==> src/rtl/core/llca_pkg.sv <==
`timescale 1ns / 1ps
// ============================================================================
// llca_pkg: shared types and constants for the cell step block
// Grid geometry, register indexes, neighbour offsets and the state encoding.
// ============================================================================
package llca_pkg;

    // Grid geometry
    localparam int MAX_ROWS = 64;
    localparam int MAX_COLS = 64;
    localparam int ROW_W    = $clog2(MAX_ROWS);
    localparam int COL_W    = $clog2(MAX_COLS);
    localparam int ADDR_W   = ROW_W + COL_W;
    localparam int SIZE_W   = 7;

    // Configuration registers
    localparam int RULE_W   = 18;
    localparam int CFG_IDX_W = 2;
    localparam int CFG_W    = 18;

    localparam logic [CFG_IDX_W-1:0] REG_RULE_MASK = 2'd0;
    localparam logic [CFG_IDX_W-1:0] REG_GRID_ROWS = 2'd1;
    localparam logic [CFG_IDX_W-1:0] REG_GRID_COLS = 2'd2;

    localparam logic [RULE_W-1:0] RULE_RESET = 18'd6152;
    localparam logic [SIZE_W-1:0] ROWS_RESET = SIZE_W'(MAX_ROWS);
    localparam logic [SIZE_W-1:0] COLS_RESET = SIZE_W'(MAX_COLS);

    // Sequencer steps: eight neighbours, then the cell itself
    localparam int STEP_W = 4;
    localparam logic [STEP_W-1:0] STEP_SELF = 4'd8;
    localparam int CNT_W  = 4;
    localparam int IDX_W  = 5;
    localparam logic [IDX_W-1:0] SURVIVE_BASE = 5'd9;

    localparam logic [7:0] SHADE_ALIVE = 8'hFF;
    localparam logic [7:0] SHADE_DEAD  = 8'h00;

    typedef enum logic [0:0] {
        FUNC_LOAD = 1'b0,
        FUNC_EVAL = 1'b1
    } t_func;

    typedef enum logic [1:0] {
        D_DEC,
        D_HOLD,
        D_INC
    } t_delta;

    typedef enum logic [2:0] {
        S_IDLE,
        S_DECIDE,
        S_READ,
        S_DRAIN,
        S_FINISH
    } t_state;

    typedef struct packed {
        logic              en;
        logic [ADDR_W-1:0] addr;
        logic              data;
    } t_mem_wr;

    // Row offset of each neighbour position
    function automatic t_delta nb_row_delta(input logic [STEP_W-1:0] step);
        t_delta d;
        case (step)
            4'd0, 4'd1, 4'd2: d = D_DEC;
            4'd5, 4'd6, 4'd7: d = D_INC;
            default:          d = D_HOLD;
        endcase
        return d;
    endfunction

    // Column offset of each neighbour position
    function automatic t_delta nb_col_delta(input logic [STEP_W-1:0] step);
        t_delta d;
        case (step)
            4'd0, 4'd3, 4'd5: d = D_DEC;
            4'd2, 4'd4, 4'd7: d = D_INC;
            default:          d = D_HOLD;
        endcase
        return d;
    endfunction

    // Size register in effect: zero acts as one, large values saturate
    function automatic logic [SIZE_W-1:0] clamp_size(input logic [SIZE_W-1:0] v,
                                                     input logic [SIZE_W-1:0] lim);
        logic [SIZE_W-1:0] r;
        if (v == '0) begin
            r = SIZE_W'(1);
        end else if (v > lim) begin
            r = lim;
        end else begin
            r = v;
        end
        return r;
    endfunction

endpackage

==> src/rtl/core/llca_addr_gen.sv <==
`timescale 1ns / 1ps
// ============================================================================
// llca_addr_gen: toroidal neighbour address unit
// Forms the memory address of one neighbour (or the cell itself) per step,
// wrapping row and column at the sizes in effect.
// ============================================================================
module llca_addr_gen (
    input  logic [llca_pkg::STEP_W-1:0] i_step,
    input  logic [llca_pkg::ROW_W-1:0]  i_row,
    input  logic [llca_pkg::COL_W-1:0]  i_col,
    input  logic [llca_pkg::SIZE_W-1:0] i_rows,
    input  logic [llca_pkg::SIZE_W-1:0] i_cols,
    output logic [llca_pkg::ADDR_W-1:0] o_addr
);

    logic [llca_pkg::ROW_W-1:0] row_w;
    logic [llca_pkg::COL_W-1:0] col_w;
    logic [llca_pkg::SIZE_W-1:0] row_inc;
    logic [llca_pkg::SIZE_W-1:0] col_inc;

    assign row_inc = llca_pkg::SIZE_W'(i_row) + llca_pkg::SIZE_W'(1);
    assign col_inc = llca_pkg::SIZE_W'(i_col) + llca_pkg::SIZE_W'(1);

    // Row wrap: step back to the last row, or forward to row zero
    always_comb begin
        unique case (llca_pkg::nb_row_delta(i_step))
            llca_pkg::D_DEC: begin
                if (i_row == '0) begin
                    row_w = llca_pkg::ROW_W'(i_rows - llca_pkg::SIZE_W'(1));
                end else begin
                    row_w = i_row - llca_pkg::ROW_W'(1);
                end
            end
            llca_pkg::D_INC: begin
                if (row_inc >= i_rows) begin
                    row_w = '0;
                end else begin
                    row_w = llca_pkg::ROW_W'(row_inc);
                end
            end
            default: row_w = i_row;
        endcase
    end

    // Column wrap, same scheme
    always_comb begin
        unique case (llca_pkg::nb_col_delta(i_step))
            llca_pkg::D_DEC: begin
                if (i_col == '0) begin
                    col_w = llca_pkg::COL_W'(i_cols - llca_pkg::SIZE_W'(1));
                end else begin
                    col_w = i_col - llca_pkg::COL_W'(1);
                end
            end
            llca_pkg::D_INC: begin
                if (col_inc >= i_cols) begin
                    col_w = '0;
                end else begin
                    col_w = llca_pkg::COL_W'(col_inc);
                end
            end
            default: col_w = i_col;
        endcase
    end

    assign o_addr = {row_w, col_w};

endmodule

==> config.mk <==
export PLATFORM = sky130hd
export DESIGN_NAME = llca_addr_gen
export DESIGN_NICKNAME = d
export VERILOG_FILES = /design/src/rtl/core/llca_pkg.sv /design/src/rtl/core/llca_addr_gen.sv
export SDC_FILE = /design/constraint.sdc
export NUM_CORES = 1
export LEC_CHECK = 0
export ABC_AREA = 1
export BUFFER_PORTS_ARGS = -buffer_cell sky130_fd_sc_hd__buf_2
export CELL_PAD_IN_SITES_DETAIL_PLACEMENT = 0
export CELL_PAD_IN_SITES_GLOBAL_PLACEMENT = 1
export CORE_UTILIZATION = 38
export DETAILED_ROUTE_END_ITERATION = 7
export PLACE_DENSITY_LB_ADDON = 0.1
export RECOVER_POWER = 50
export SLEW_MARGIN = 25
export SYNTH_ARGS = -nofsm -noshare
export SYNTH_HDL_FRONTEND = slang
export SYNTH_SLANG_ARGS = --single-unit
==> constraint.sdc <==
create_clock -name vclk -period 3.6
set_input_delay 0.36 -clock vclk [all_inputs]
set_output_delay 0.36 -clock vclk [all_outputs]
set_load 0.02 [all_outputs]
# Yosys cells after proc, flatten, opt, wreduce, memory -nomap -nowiden
# Index checks and enable logic that the tools add are counted.
dict set report totals {
  regBits 0
  in_bits 30
  output_inout_bits 12
  word_cells 34
}
dict set report classes {
  addsub 6
  magnitude_cmp 2
  eq_ne 9
  mux 8
  reduce_logical 9
}
# operator count
set op_table {}
lappend op_table {{2-to-1 mux 6 bit} 4}
lappend op_table {{case mux 6 bit (2 select lines)} 2}
lappend op_table {{subtractor 6 x 1 -> 6 bit (second input constant)} 4}
lappend op_table {{equality test 4 x 3 -> 1 bit (second input constant)} 4}
lappend op_table {{adder 6 x 1 -> 7 bit (second input constant)} 2}
lappend op_table {{greater-or-equal comparator 7 bit} 2}
lappend op_table {{zero test 6 bit} 2}
lappend op_table {{OR reduction 3 bit} 4}
lappend op_table {{equality test 4 x 2 -> 1 bit (second input constant)} 2}
lappend op_table {{case mux 2 bit (2 select lines)} 2}
lappend op_table {{equality test 2 bit (second input constant)} 2}
lappend op_table {{equality test 4 x 1 -> 1 bit (second input constant)} 1}
lappend op_table {{zero test 2 bit} 2}
lappend op_table {{zero test 4 bit} 1}

# Logic depth before layout (Yosys ltp)
# Gate-level depths: netlist of the first run.
dict set report logic_depth {
  depth_word 5
  depth_mapped 13
  depth_no_buf 13
}

# Worst setup path before layout of the first run
# Ideal clock, no wire load.
dict set report synth_timing {
  path_kind {input to output}
  from {in i_row[0] in the netlist's numbering}
  to {out o_addr[6] in the netlist's numbering}
  arrival_ps 2017
  t_required_ps 3240
  setup_slack_ps 1223
  path_stages 10
  n_path_buf 0
  path_cell_list {ha_1 nand3_1 xor2_1 inv_1 ha_1 a21oi_1 nor2_1 nor3_1 nand3_1 o211ai_1}
}
dict set report synth_between {
  elab_chain_len 4
  elab_cells_between_ends 7
  classes_between {add/sub (2); order compare (1); mux (3); reduce/logical (1)}
}
# element line_no
set synth_rtl {}
lappend synth_rtl {{from (decl)} llca_addr_gen.sv:9} ;# input logic [llca_pkg::ROW_W-1:0] i_row,
lappend synth_rtl {{adder 6 x 1 -> 7 bit} llca_addr_gen.sv:21} ;# assign row_inc = llca_pkg::SIZE_W'(i_row) + llca_pkg::SIZE_W'(1);
lappend synth_rtl {{greater-or-equal comparator 7 bit} llca_addr_gen.sv:35} ;# if (row_inc >= i_rows) begin
lappend synth_rtl {{2-to-1 mux 6 bit} llca_addr_gen.sv:35}
lappend synth_rtl {{case mux 6 bit (2 select lines) (*)} llca_addr_gen.sv:26} ;# unique case (llca_pkg::nb_row_delta(i_step))
lappend synth_rtl {{to (decl)} llca_addr_gen.sv:13} ;# output logic [llca_pkg::ADDR_W-1:0] o_addr
# Mark *: on every way between the ends. The rest lies on a longest branch, timed or not.

# Worst setup path after layout of the first run
dict set report layout_timing {
  from {in i_row[0] in the netlist's numbering}
  to {out o_addr[11] in the netlist's numbering}
}
# Same word-level chain as after synthesis.

==> results of run 1 <==
worst max-delay path, delay by kind of cell:
kind / cells / cell delay, ns
AO/OA/AOI/OAI: 2 / 0.44
XOR/XNOR: 1 / 0.15
adder cells (fa/ha/maj): 2 / 0.52
buffers and inverters: 3 / 0.37
AND/OR/NAND/NOR: 5 / 0.77
cell usage after synthesis, drive strengths merged:
cell type / n
buf: 1
o21a: 2
nand2: 59
nand3: 29
nand4: 10
o21bai: 1
a21oi: 10
o211ai: 5
nor2: 22
o21ai: 10
ha: 20
nor3: 4
or2: 2
xor2: 7
a31oi: 1
inv: 46
and2: 1
logic make-up after synthesis:
| kind of cell | Yosys count | share of synthesized area |
|---|---|---|
| simple gates | 127 | 0.471 |
| fa+ha+maj | 20 | 0.196 |
| compound gates | 29 | 0.145 |
| xor+xnor | 7 | 0.0481 |
| buf+inv | 47 | 0.139 |
layout make-up:
type	instances	area [µm²]	share of cell area
repair buffers	42	203	0.133
inverters	46	173	0.113
well taps	44	55.1	0.0360
multi-input cells	183	1100	0.718
where the power goes:
part | total, mW | internal [mW] | switching (mW) | leakage [nW]
registers | 0 | 0 | 0 | 0
clock network | 0 | 0 | 0 | 0
logic | 0.204 | 0.0721 | 0.132 | 0.888
routing by layer:
metal	vias to the layer above	global-route usage	routed length, µm
met2	35	0.367	1620
met1	639	0.257	1670
met3	0	0.00216	116
met5	-	0	0
li1	837	-	-
met4	0	0.0133	0
path summary, 6_finish.rpt:
check / end / slack [ns]
max: o_addr[11] / 0.64
min: o_addr[10] / 1.13
through the flow:
stage | area (µm²) | power [mW] | util | cells
finish | 1530 | 0.204 | 0.488 | 315
global route | 1530 | 0.231 | 0.488 | 315
CTS | 1540 | 0.207 | 0.491 | 315
detailed placement | 1540 | 0.206 | 0.491 | 315
global placement | 1540 | 0.208 | 0.491 | 315
floorplan | 1270 | 0.138 | - | 230
==> out/results.md, run 1 <==
| Stage | Quantity | Value |
| --- | --- | --- |
| sta | RSZ-0062 raised after global routing | no |
| sta | Worst setup margin | 0.640 ns |
| floorplanning | Die Outline Area | 3590 µm² |
| worst setup path | Startpoint-to-endpoint class of the critical path | input pin to output port |
| cells and area | # clk buffers | 0 |
| detailed routing | Mean number of vias per cell | 4.80 |
| synthesis | Mapped Cells | 230 |
| synthesis | Count of different cell masters after synthesis | 27 |
| cells and area | Diodes inserted | 0 |
| floorplanning | Effective utilization at floorplan | 0.408 |
| cts | Cts hold-fix bufs | 0 |
| placement | Post-Place Setup Slack | 0.695 ns |
| sta | Worst slew slack as a fraction of its limit | 0.728 |
| sta | Part of the cycle the worst path needs | 0.822 |
| cts | Number of instances resized during post-cts repair | 0 |
| placement | Placed wire-length estimate after detailed placement | 3010 µm |
| worst setup path | Startpoint class of the critical path | input pin |
| floorplanning | Die Y-Extent | 59.9 µm |
| detailed routing | Number of detailed-route iterations in the first pass | 4 |
| worst setup path | Critical Path Sink Type | output port |
| worst setup path | Highest net fanout along the worst path | 6 |
| floorplanning | Core Footprint | 3130 µm² |
| detailed routing | Wire per inst | 10.8 µm |
| cells and area | Most used cells in the layout excluding fill and tap cells | nand2_1 (59), inv_1 (44), buf_2 (36) |
| global route | Total gr overflow | 0 |
| worst setup path | Worst-path cell with the longest stage delay | ha_1 |
| global route | Number of antenna violations at the first check in global routing | 0 |
| worst setup path | Critical path data arrival time | 2.60 ns |
| worst hold path | Count of cells along the worst hold path | 4 |
| global route | Largest net degree at the start of global routing | 8 |
| detailed routing | Residual DRC | 0 |
| detailed routing | Total routed wirelength | 3410 µm |
| synthesis | Cell types with the largest area share after synthesis | ha_1 (20%), nand2_1 (17%), inv_1 (13%) |
| synthesis | Combined area of all synthesized cells | 1270 µm² |
| cells and area | FF+latch area | 0 µm² |
| global route | Total routing resource utilization after global routing | 0.195 |
| worst hold path | Kind of path behind the tightest hold check | input pin to output port |
| synthesis | Syn Nets | 280 |
| sta | Total count of max-transition violations in the final report | 0 |
| cells and area | Filler instances | 370 |
| sta | Worst hold slack after final layout | 1.13 ns |
| global route | Wire length of the first global-routing pass | 5550 µm |
| placement | GPL Wtd Cong | 0.817 |
| power | Lkg Pwr | 0.888 nW |
| cells and area | Fraction of layout cells with a size suffix above 1 | 0.199 |
| floorplanning | Number of I/O pins | 42 |
| synthesis | Most area-hungry cell type in the Yosys netlist | ha_1 |
| worst setup path | CP Cell Sequence | buf_2, ha_1, nand3_1, xor2_1, inv_1, ha_1, a21oi_1, nor2_1, nor3_1, nand3_1, o21a_1, nand2_1, buf_2 |
| worst setup path | Largest stage delay on the critical path | 0.29 ns |
| placement | IO buf count | 42 |
| synthesis | Sequential fraction of the synthesis area | 0 |
| detailed routing | Total via count in the routed design | 1511 |
| synthesis | Average instance area after synthesis | 5.54 µm² |
| worst hold path | Hold Path Origin | i_row[4] |
| cells and area | Most common cell after layout, fill and taps aside | nand2_1 |
| cells and area | Number of nets in the finished design | 323 |
| sta | Aggregate negative setup slack | 0 ns |
| sta | Fin. Hold Viols | 0 |
| power | Max VDD drop | 0.0653 mV |
| synthesis | Area share of the largest cell type after synthesis | 0.196 |
| cells and area | Area delta synth->final | 19.8% |
| floorplanning | Die X | 59.9 µm |
| sta | Final period demand of the worst path | 2.96 ns |
| detailed routing | Drt first-iter violations | 84 |
| global route | Via count of the first global-routing pass | 1331 |
| sta | Peak clock frequency supported by timing | 338 MHz |
| detailed routing | Count of antenna-violating nets left after detailed routing | 0 |
| run status | Result of the run | complete, no violations |
| sta | Worst Max-Slew Pin Slew | 0.406 ns |
| power | Cell Pwr Density | 133 nW/µm² |
| worst setup path | Worst setup path start | i_row[0] |
| cts | Setup repair bufs after CTS | 0 |
| job | Maximum capacitance violations | 0 |
| synthesis | Syn. warnings | 0 |
| worst setup path | Worst EP required | 3.24 ns |
| sta | Total setup violations reported at the end of the flow | 0 |
| floorplanning | Row count | 20 |
| cells and area | FF+latch count | 0 |
Note: power is estimated with default switching activity, not from simulation.
==> run 2: changes to the inputs <==
--- a/config.mk
+++ b/config.mk
@@ -9,7 +9,7 @@
 export BUFFER_PORTS_ARGS = -buffer_cell sky130_fd_sc_hd__buf_2
 export CELL_PAD_IN_SITES_DETAIL_PLACEMENT = 0
 export CELL_PAD_IN_SITES_GLOBAL_PLACEMENT = 1
-export CORE_UTILIZATION = 38
+export CORE_UTILIZATION = 35
 export DETAILED_ROUTE_END_ITERATION = 7
 export PLACE_DENSITY_LB_ADDON = 0.1
 export RECOVER_POWER = 50
==> constraint.sdc (replaced) <==
create_clock -name vclk -period 2.92
set_input_delay 0.292 -clock vclk [all_inputs]
set_output_delay 0.292 -clock vclk [all_outputs]
set_load 0.02 [all_outputs]
==> run 2 against run 1 <==
Compared with the run above: global-route usage is 0.53 points lower; first-iteration DRC count is 23% lower; sequential share of layout area stayed put; largest cell class unchanged; final cell count is 0.63% higher; combinational power is 25% higher.
==> out/results.md, run 2 (synthesized netlist as in run 1, its figures left out) <==
| Stage | Quantity | Value | vs previous |
| --- | --- | --- | --- |
| job | Maximum capacitance violations | 0 | unchanged |
| worst setup path | Gate family responsible for the most delay along the worst path | simple AND/OR/NAND/NOR gates | unchanged |
| floorplanning | Core Footprint | 3420 µm² | was 3130 µm² |
| sta | Worst slew slack as a fraction of its limit | 0.720 | was 0.728 |
| worst setup path | Worst path depth | 14 | was 13 |
| worst setup path | Worst EP required | 2.63 ns | was 3.24 ns |
| worst setup path | Worst setup path start | i_col[0] | was i_row[0] |
| global route | Total gr overflow | 0 | unchanged |
| cells and area | FF+latch count | 0 | unchanged |
| worst setup path | Worst-path cell with the longest stage delay | nor2_1 | was ha_1 |
| worst setup path | Most numerous cell on the critical path | nand2_1 |  |
| sta | Total setup violations reported at the end of the flow | 0 | unchanged |
| placement | GPL Wtd Cong | 0.868 | was 0.817 |
| sta | Final period demand of the worst path | 2.68 ns |  |
| global route | Total routing resource utilization after global routing | 0.190 | was 0.195 |
| cells and area | Multi-input gate area in the final layout | 1110 µm² | was 1100 µm² |
| floorplanning | Die Y-Extent | 62.4 µm | was 59.9 µm |
| global route | Via count of the first global-routing pass | 1415 | was 1331 |
| placement | Post-Place Setup Slack | 0.127 ns | was 0.695 ns |
| global route | Largest net degree at the start of global routing | 8 | unchanged |
| worst hold path | Kind of path behind the tightest hold check | input pin to output port | unchanged |
| sta | Worst setup margin | 0.240 ns | was 0.640 ns |
| global route | Number of antenna violations at the first check in global routing | 0 | unchanged |
| sta | Part of the cycle the worst path needs | 0.918 |  |
| detailed routing | Routed wl met3 | 159 µm | was 116 µm |
| detailed routing | Detailed-route wire length on metal 1 | 1770 µm | was 1670 µm |
| detailed routing | Drt first-iter violations | 65 | was 84 |
| detailed routing | Routed wl met2 | 1640 µm | was 1620 µm |
| worst setup path | Startpoint class of the critical path | input pin | unchanged |
| sta | RSZ-0062 raised after global routing | no | unchanged |
| worst setup path | Largest stage delay on the critical path | 0.34 ns | was 0.29 ns |
| placement | Placed wire-length estimate after detailed placement | 3140 µm | was 3010 µm |
| sta | Fin. Hold Viols | 0 | unchanged |
| detailed routing | Residual DRC | 0 | unchanged |
| worst setup path | Critical Path Sink Type | output port | unchanged |
| detailed routing | Total via count in the routed design | 1522 | was 1511 |
| floorplanning | Die Outline Area | 3890 µm² | was 3590 µm² |
| cells and area | Diodes inserted | 0 | unchanged |
| detailed routing | Uppermost signal routing layer after detailed routing | met3 | unchanged |
| cells and area | Area delta synth->final | 20.8% | was 19.8% |
| worst setup path | Sum of buffers and inverters on the critical path | 3 | unchanged |
| global route | Wire length of the first global-routing pass | 6210 µm | was 5550 µm |
| power | Cell Pwr Density | 165 nW/µm² | was 133 nW/µm² |
| cells and area | FF+latch area | 0 µm² | unchanged |
| detailed routing | Count of antenna-violating nets left after detailed routing | 0 | unchanged |
| sta | Worst Max-Slew Pin Slew | 0.419 ns | was 0.406 ns |
| cells and area | Most common cell after layout, fill and taps aside | nand2_1 | unchanged |
| worst setup path | End point of the critical path | o_addr[5] | was o_addr[11] |
| power | Lkg Pwr | 0.895 nW | was 0.888 nW |
| sta | Peak clock frequency supported by timing | 373 MHz |  |
| placement | IO buf count | 42 | unchanged |
| detailed routing | Wire per inst | 11.3 µm | was 10.8 µm |
| cells and area | # clk buffers | 0 | unchanged |
| power | Max VDD drop | 0.0677 mV | was 0.0653 mV |
| worst hold path | Hold Path Origin | i_row[4] | unchanged |
| run status | Result of the run | complete, no violations | unchanged |
| sta | Aggregate negative setup slack | 0 ns | unchanged |
| cells and area | Number of nets in the finished design | 323 | unchanged |
| floorplanning | Number of I/O pins | 42 | unchanged |
| detailed routing | Number of detailed-route iterations in the first pass | 4 | unchanged |
| worst setup path | Critical path data arrival time | 2.39 ns | was 2.60 ns |
| cells and area | Most used cells in the layout excluding fill and tap cells | nand2_1 (59), inv_1 (44), buf_2 (36) | unchanged |
| cts | Cts hold-fix bufs | 0 | unchanged |
| worst setup path | CP Cell Sequence | buf_2, ha_1, nand3_1, nand2_1, nand2_1, inv_1, ha_1, a21oi_1, o21a_1, nand3_1, nor2_1, a21oi_1, nand2_1, clkbuf_1 | was buf_2, ha_1, nand3_1, xor2_1, inv_1, ha_1, a21oi_1, nor2_1, nor3_1, nand3_1, o21a_1, nand2_1, buf_2 |
| detailed routing | Mean number of vias per cell | 4.80 | about the same |
| sta | Total count of max-transition violations in the final report | 0 | unchanged |
| cells and area | Filler instances | 396 | was 370 |
| floorplanning | Row count | 21 | was 20 |
| cells and area | Fin util | 0.451 | was 0.488 |
| worst setup path | Highest net fanout along the worst path | 6 | unchanged |
| floorplanning | Die X | 62.4 µm | was 59.9 µm |
| worst setup path | Startpoint-to-endpoint class of the critical path | input pin to output port | unchanged |
| cells and area | Fraction of layout cells with a size suffix above 1 | 0.207 | was 0.199 |
| sta | Worst hold slack after final layout | 1.01 ns | was 1.13 ns |
| floorplanning | Effective utilization at floorplan | 0.373 | was 0.408 |
| detailed routing | Total routed wirelength | 3570 µm | was 3410 µm |
[run 2: stage by stage]
stage / std cells / total power [mW] / cell area, µm²
2_1_floorplan: 230 / 0.170 / 1270
3_3_place_gp: 317 / 0.257 / 1540
3_5_place_dp: 317 / 0.255 / 1540
4_1_cts: 317 / 0.257 / 1540
5_1_grt: 317 / 0.290 / 1540
6_report: 317 / 0.254 / 1540
[run 2: what timing repair did]
action,4_1_cts,5_1_grt
hold endpoints to repair,0,0
buffers inserted,0,0
setup endpoints to repair,0,6
resized for setup,0,2
[run 2: worst min-delay path, delay by kind of cell]
kind	cells	cell delay, ns
simple gates	1	0.07
compound gates	1	0.08
buf+inv	2	0.29
[run 2: final cells by class]
| cell class | count | share of cell area |
|---|---|---|
| inverters | 46 | 0.112 |
| multi-input cells | 183 | 0.719 |
| well taps | 46 | 0.0374 |
| repair buffers | 42 | 0.132 |
[run 2: report_power, final]
part	switching (mW)	internal (mW)
logic	0.164	0.0896
clock network	0	0
registers	0	0
total	0.164	0.0896
[run 2: worst min-delay path by stage]
stage / end / slack (ns) / depth (start not counted)
detailed placement: o_addr[10] / 1.01 / 4
global route: o_addr[7] / 1.05 / 4
CTS: o_addr[10] / 1.01 / 4
global placement: o_addr[10] / 1.01 / 4
floorplan: o_addr[10] / 0.78 / 2
finish: o_addr[10] / 1.01 / 4
[run 2: metal layers]
layer / vias to the layer above / track usage
li1: 835 / -
met1: 656 / 0.253
met2: 31 / 0.353
met3: 0 / 0.0110
met4: 0 / 0
met5: - / 0
==> run 3: changes to the inputs <==
--- a/config.mk
+++ b/config.mk
@@ -5,11 +5,10 @@
 export SDC_FILE = /design/constraint.sdc
 export NUM_CORES = 1
 export LEC_CHECK = 0
-export ABC_AREA = 1
 export BUFFER_PORTS_ARGS = -buffer_cell sky130_fd_sc_hd__buf_2
 export CELL_PAD_IN_SITES_DETAIL_PLACEMENT = 0
 export CELL_PAD_IN_SITES_GLOBAL_PLACEMENT = 1
-export CORE_UTILIZATION = 35
+export CORE_UTILIZATION = 38
 export DETAILED_ROUTE_END_ITERATION = 7
 export PLACE_DENSITY_LB_ADDON = 0.1
 export RECOVER_POWER = 50
==> run 3 against run 2 <==
Compared with the run above: synthesized cell count is 20% lower; wire length is 0.56% lower; die area is 4.2% lower; non-clock buffer count is 4 higher; flip-flop and latch count stayed put; first-iteration DRC count is 40% higher; synthesized area is 3.8% higher; largest cell class unchanged.
==> out/results.md, run 3 <==
| Stage | Quantity | Value | vs previous |
| --- | --- | --- | --- |
| run status | Result of the run | complete, no violations | unchanged |
| cells and area | Number of nets in the finished design | 275 | was 323 |
| worst setup path | Worst EP required | 2.63 ns | about the same |
| synthesis | Syn. warnings | 0 | unchanged |
| cells and area | Multi-input gate area in the final layout | 1220 µm² | was 1110 µm² |
| sta | Worst Max-Slew Pin Slew | 0.856 ns | was 0.419 ns |
| worst setup path | Critical path data arrival time | 2.45 ns | was 2.39 ns |
| sta | Total setup violations reported at the end of the flow | 0 | unchanged |
| synthesis | Most area-hungry cell type in the Yosys netlist | ha_1 | unchanged |
| placement | IO buf count | 42 | unchanged |
| worst setup path | CP Cell Sequence | buf_2, inv_1, ha_1, ha_1, a2111oi_0, o31ai_4, nand2b_1, o211ai_1, buf_2 | was buf_2, ha_1, nand3_1, nand2_1, nand2_1, inv_1, ha_1, a21oi_1, o21a_1, nand3_1, nor2_1, a21oi_1, nand2_1, clkbuf_1 |
| placement | GPL Wtd Cong | 0.826 | was 0.868 |
| synthesis | Area share of the largest cell type after synthesis | 0.189 | was 0.196 |
| sta | RSZ-0062 raised after global routing | no | unchanged |
| worst setup path | Gate family responsible for the most delay along the worst path | compound AO/OA/AOI/OAI gates | was simple AND/OR/NAND/NOR gates |
| placement | # placed instances | 269 | was 317 |
| sta | Fin. Hold Viols | 0 | unchanged |
| global route | Wire length of the first global-routing pass | 5860 µm | was 6210 µm |
| cells and area | # clk buffers | 0 | unchanged |
| cells and area | Most common cell after layout, fill and taps aside | buf_2 | was nand2_1 |
| worst hold path | Hold Path Origin | i_row[1] | was i_row[4] |
| global route | Total routing resource utilization after global routing | 0.203 | was 0.190 |
| floorplanning | Die X | 61.0 µm | was 62.4 µm |
| cells and area | Most used cells in the layout excluding fill and tap cells | buf_2 (36), inv_1 (23), ha_1 (20) | was nand2_1 (59), inv_1 (44), buf_2 (36) |
| global route | Via count of the first global-routing pass | 1349 | was 1415 |
| synthesis | Cell types with the largest area share after synthesis | ha_1 (19%), xnor2_1 (6.6%), inv_1 (6.5%) | was ha_1 (20%), nand2_1 (17%), inv_1 (13%) |
| worst hold path | Hold worst-path end | o_addr[7] | was o_addr[10] |
| global route | GR Layer Usage met1 | 0.236 | was 0.253 |
| cells and area | Finished layout cell area | 1600 µm² | was 1540 µm² |
| sta | Aggregate negative setup slack | 0 ns | unchanged |
| synthesis | Mapped Cells | 185 | was 230 |
| floorplanning | Die Y-Extent | 61.0 µm | was 62.4 µm |
| synthesis | Sequential fraction of the synthesis area | 0 | unchanged |
| synthesis | Syn Nets | 235 | was 280 |
| sta | Total count of max-transition violations in the final report | 0 | unchanged |
| cells and area | Fin util | 0.480 | was 0.451 |
| floorplanning | Core Footprint | 3340 µm² | was 3420 µm² |
| cells and area | FF+latch count | 0 | unchanged |
| power | Lkg Pwr | 0.800 nW | was 0.895 nW |
| global route | Met2 global-route usage | 0.422 | was 0.353 |
| placement | Placed wire-length estimate after detailed placement | 3010 µm | was 3140 µm |
| synthesis | Cell with the most instances after synthesis | inv_1 | was nand2_1 |
| cells and area | Fraction of layout cells with a size suffix above 1 | 0.242 | was 0.207 |
| floorplanning | Row count | 21 | unchanged |
| placement | Placed instance area | 1570 µm² | was 1540 µm² |
| worst hold path | Count of cells along the worst hold path | 4 | unchanged |
| synthesis | Most frequent cells after synthesis | inv_1 (23), ha_1 (20), nand2_1 (18) | was nand2_1 (59), inv_1 (44), nand3_1 (26) |
| global route | Met3 GRT Util | 0 | was 0.0110 |
| placement | Post-Place Setup Slack | 0.149 ns | was 0.127 ns |
| job | Maximum capacitance violations | 0 | unchanged |
| worst setup path | Sum of buffers and inverters on the critical path | 3 | unchanged |
| sta | Peak clock frequency supported by timing | 364 MHz | was 373 MHz |
| cells and area | Filler instances | 357 | was 396 |
| power | Cell Pwr Density | 159 nW/µm² | was 165 nW/µm² |
| synthesis | Count of different cell masters after synthesis | 48 | was 27 |
| detailed routing | Number of detailed-route iterations in the first pass | 4 | unchanged |
| global route | Largest net degree at the start of global routing | 12 | was 8 |
| cells and area | Non-filler cells, final | 269 | was 317 |
| power | Max VDD drop | 0.0604 mV | was 0.0677 mV |
| sta | Worst slew slack as a fraction of its limit | 0.414 | was 0.720 |
| worst setup path | Startpoint-to-endpoint class of the critical path | input pin to output port | unchanged |
| detailed routing | Residual DRC | 0 | unchanged |
| worst setup path | Largest stage delay on the critical path | 0.75 ns | was 0.34 ns |
| floorplanning | Effective utilization at floorplan | 0.397 | was 0.373 |
| cells and area | Diodes inserted | 0 | unchanged |
| detailed routing | Wire per inst | 13.2 µm | was 11.3 µm |
| cells and area | FF+latch area | 0 µm² | unchanged |
| worst setup path | Critical Path Sink Type | output port | unchanged |
| sta | Final period demand of the worst path | 2.74 ns | was 2.68 ns |
| floorplanning | Die Outline Area | 3720 µm² | was 3890 µm² |
| synthesis | Combined area of all synthesized cells | 1320 µm² | was 1270 µm² |
| detailed routing | Total routed wirelength | 3550 µm | was 3570 µm |
| floorplanning | Number of I/O pins | 42 | unchanged |
| sta | Part of the cycle the worst path needs | 0.940 | was 0.918 |
| detailed routing | Count of antenna-violating nets left after detailed routing | 0 | unchanged |
| synthesis | Average instance area after synthesis | 7.16 µm² | was 5.54 µm² |
| worst setup path | Highest net fanout along the worst path | 6 | unchanged |
| worst setup path | Worst-path cell with the longest stage delay | a2111oi_0 | was nor2_1 |
| worst setup path | Startpoint class of the critical path | input pin | unchanged |
| detailed routing | Mean number of vias per cell | 5.47 | was 4.80 |
| sta | Worst setup margin | 0.176 ns | was 0.240 ns |
| detailed routing | Total via count in the routed design | 1472 | was 1522 |
| global route | Number of antenna violations at the first check in global routing | 0 | unchanged |
| global route | Most utilized layer in the global route result | met2 | unchanged |
| worst hold path | Kind of path behind the tightest hold check | input pin to output port | unchanged |
| global route | Total gr overflow | 0 | unchanged |
| detailed routing | Drt first-iter violations | 91 | was 65 |
| cells and area | Area delta synth->final | 21.1% | was 20.8% |
run 3: changes by cell type after synthesis, sizes merged, moves of 4 or more:
cell / before / now
a21oi: 10 / 2
a31oi: 1 / 7
buf: 1 / 6
inv: 46 / 23
mux2i: 0 / 5
nand2: 59 / 18
nand2b: 0 / 11
nand3: 29 / 11
nand4: 10 / 0
nor2: 22 / 14
nor3b: 0 / 6
o21ai: 10 / 4
o221ai: 0 / 4
xnor2: 0 / 10
run 3: repair_timing:
| action | in CTS | in global routing |
|---|---|---|
| hold buffers | 0 | 0 |
| buffers inserted | 0 | 0 |
| setup endpoints to repair | 0 | 4 |
| gates resized for setup | 0 | 5 |
run 3: logic make-up after synthesis:
group                      count (synthesis)  synth area share
AOI/OAI and AO/OA                         41             0.258
xor gates and xnor gates                  16             0.106
adders and majority gates                 20             0.189
buffers and inverters                     31             0.101
muxes                                      6            0.0463
and+or+nand+nor                           71             0.300
run 3: cell type report:
| class | count | area share |
|---|---|---|
| multi-input combinational | 154 | 0.762 |
| inverter | 23 | 0.0539 |
| timing repair buffer | 46 | 0.148 |
| tap | 46 | 0.0359 |
run 3: power by group:
group	internal (mW)	switching, mW	total (mW)
logic	0.103	0.152	0.255
registers	0	0	0
clock network	0	0	0
total	0.103	0.152	0.255
run 3: how the worst max path moves through the flow:
stage / start / to / cells past startpoint
floorplan: i_row[3] / o_addr[6] / 9
detailed placement: i_row[3] / o_addr[10] / 11
CTS: i_row[3] / o_addr[11] / 11
global placement: i_row[3] / o_addr[11] / 11
finish: i_row[1] / o_addr[11] / 9
global route: i_row[3] / o_addr[10] / 11
run 3: stage by stage:
stage / hold slack (ns) / total power [mW]
3_3_place_gp: 0.995 / 0.248
2_1_floorplan: 0.779 / 0.167
4_1_cts: 1.00 / 0.251
5_1_grt: 1.06 / 0.285
3_5_place_dp: 1.00 / 0.250
6_report: 1.02 / 0.255
run 3: per-layer routing:
metal | wire length (µm) | part of all wire
met1 | 1450 | 0.41
met4 | 29 | 0.0082
met5 | 0 | 0
met3 | 118 | 0.033
met2 | 1950 | 0.55
run 3: tightest hold or removal path, delay by kind of cell:
family / cells / cell delay (ns)
AND/OR/NAND/NOR: 1 / 0.06
buffers and inverters: 2 / 0.30
AO/OA/AOI/OAI: 1 / 0.07
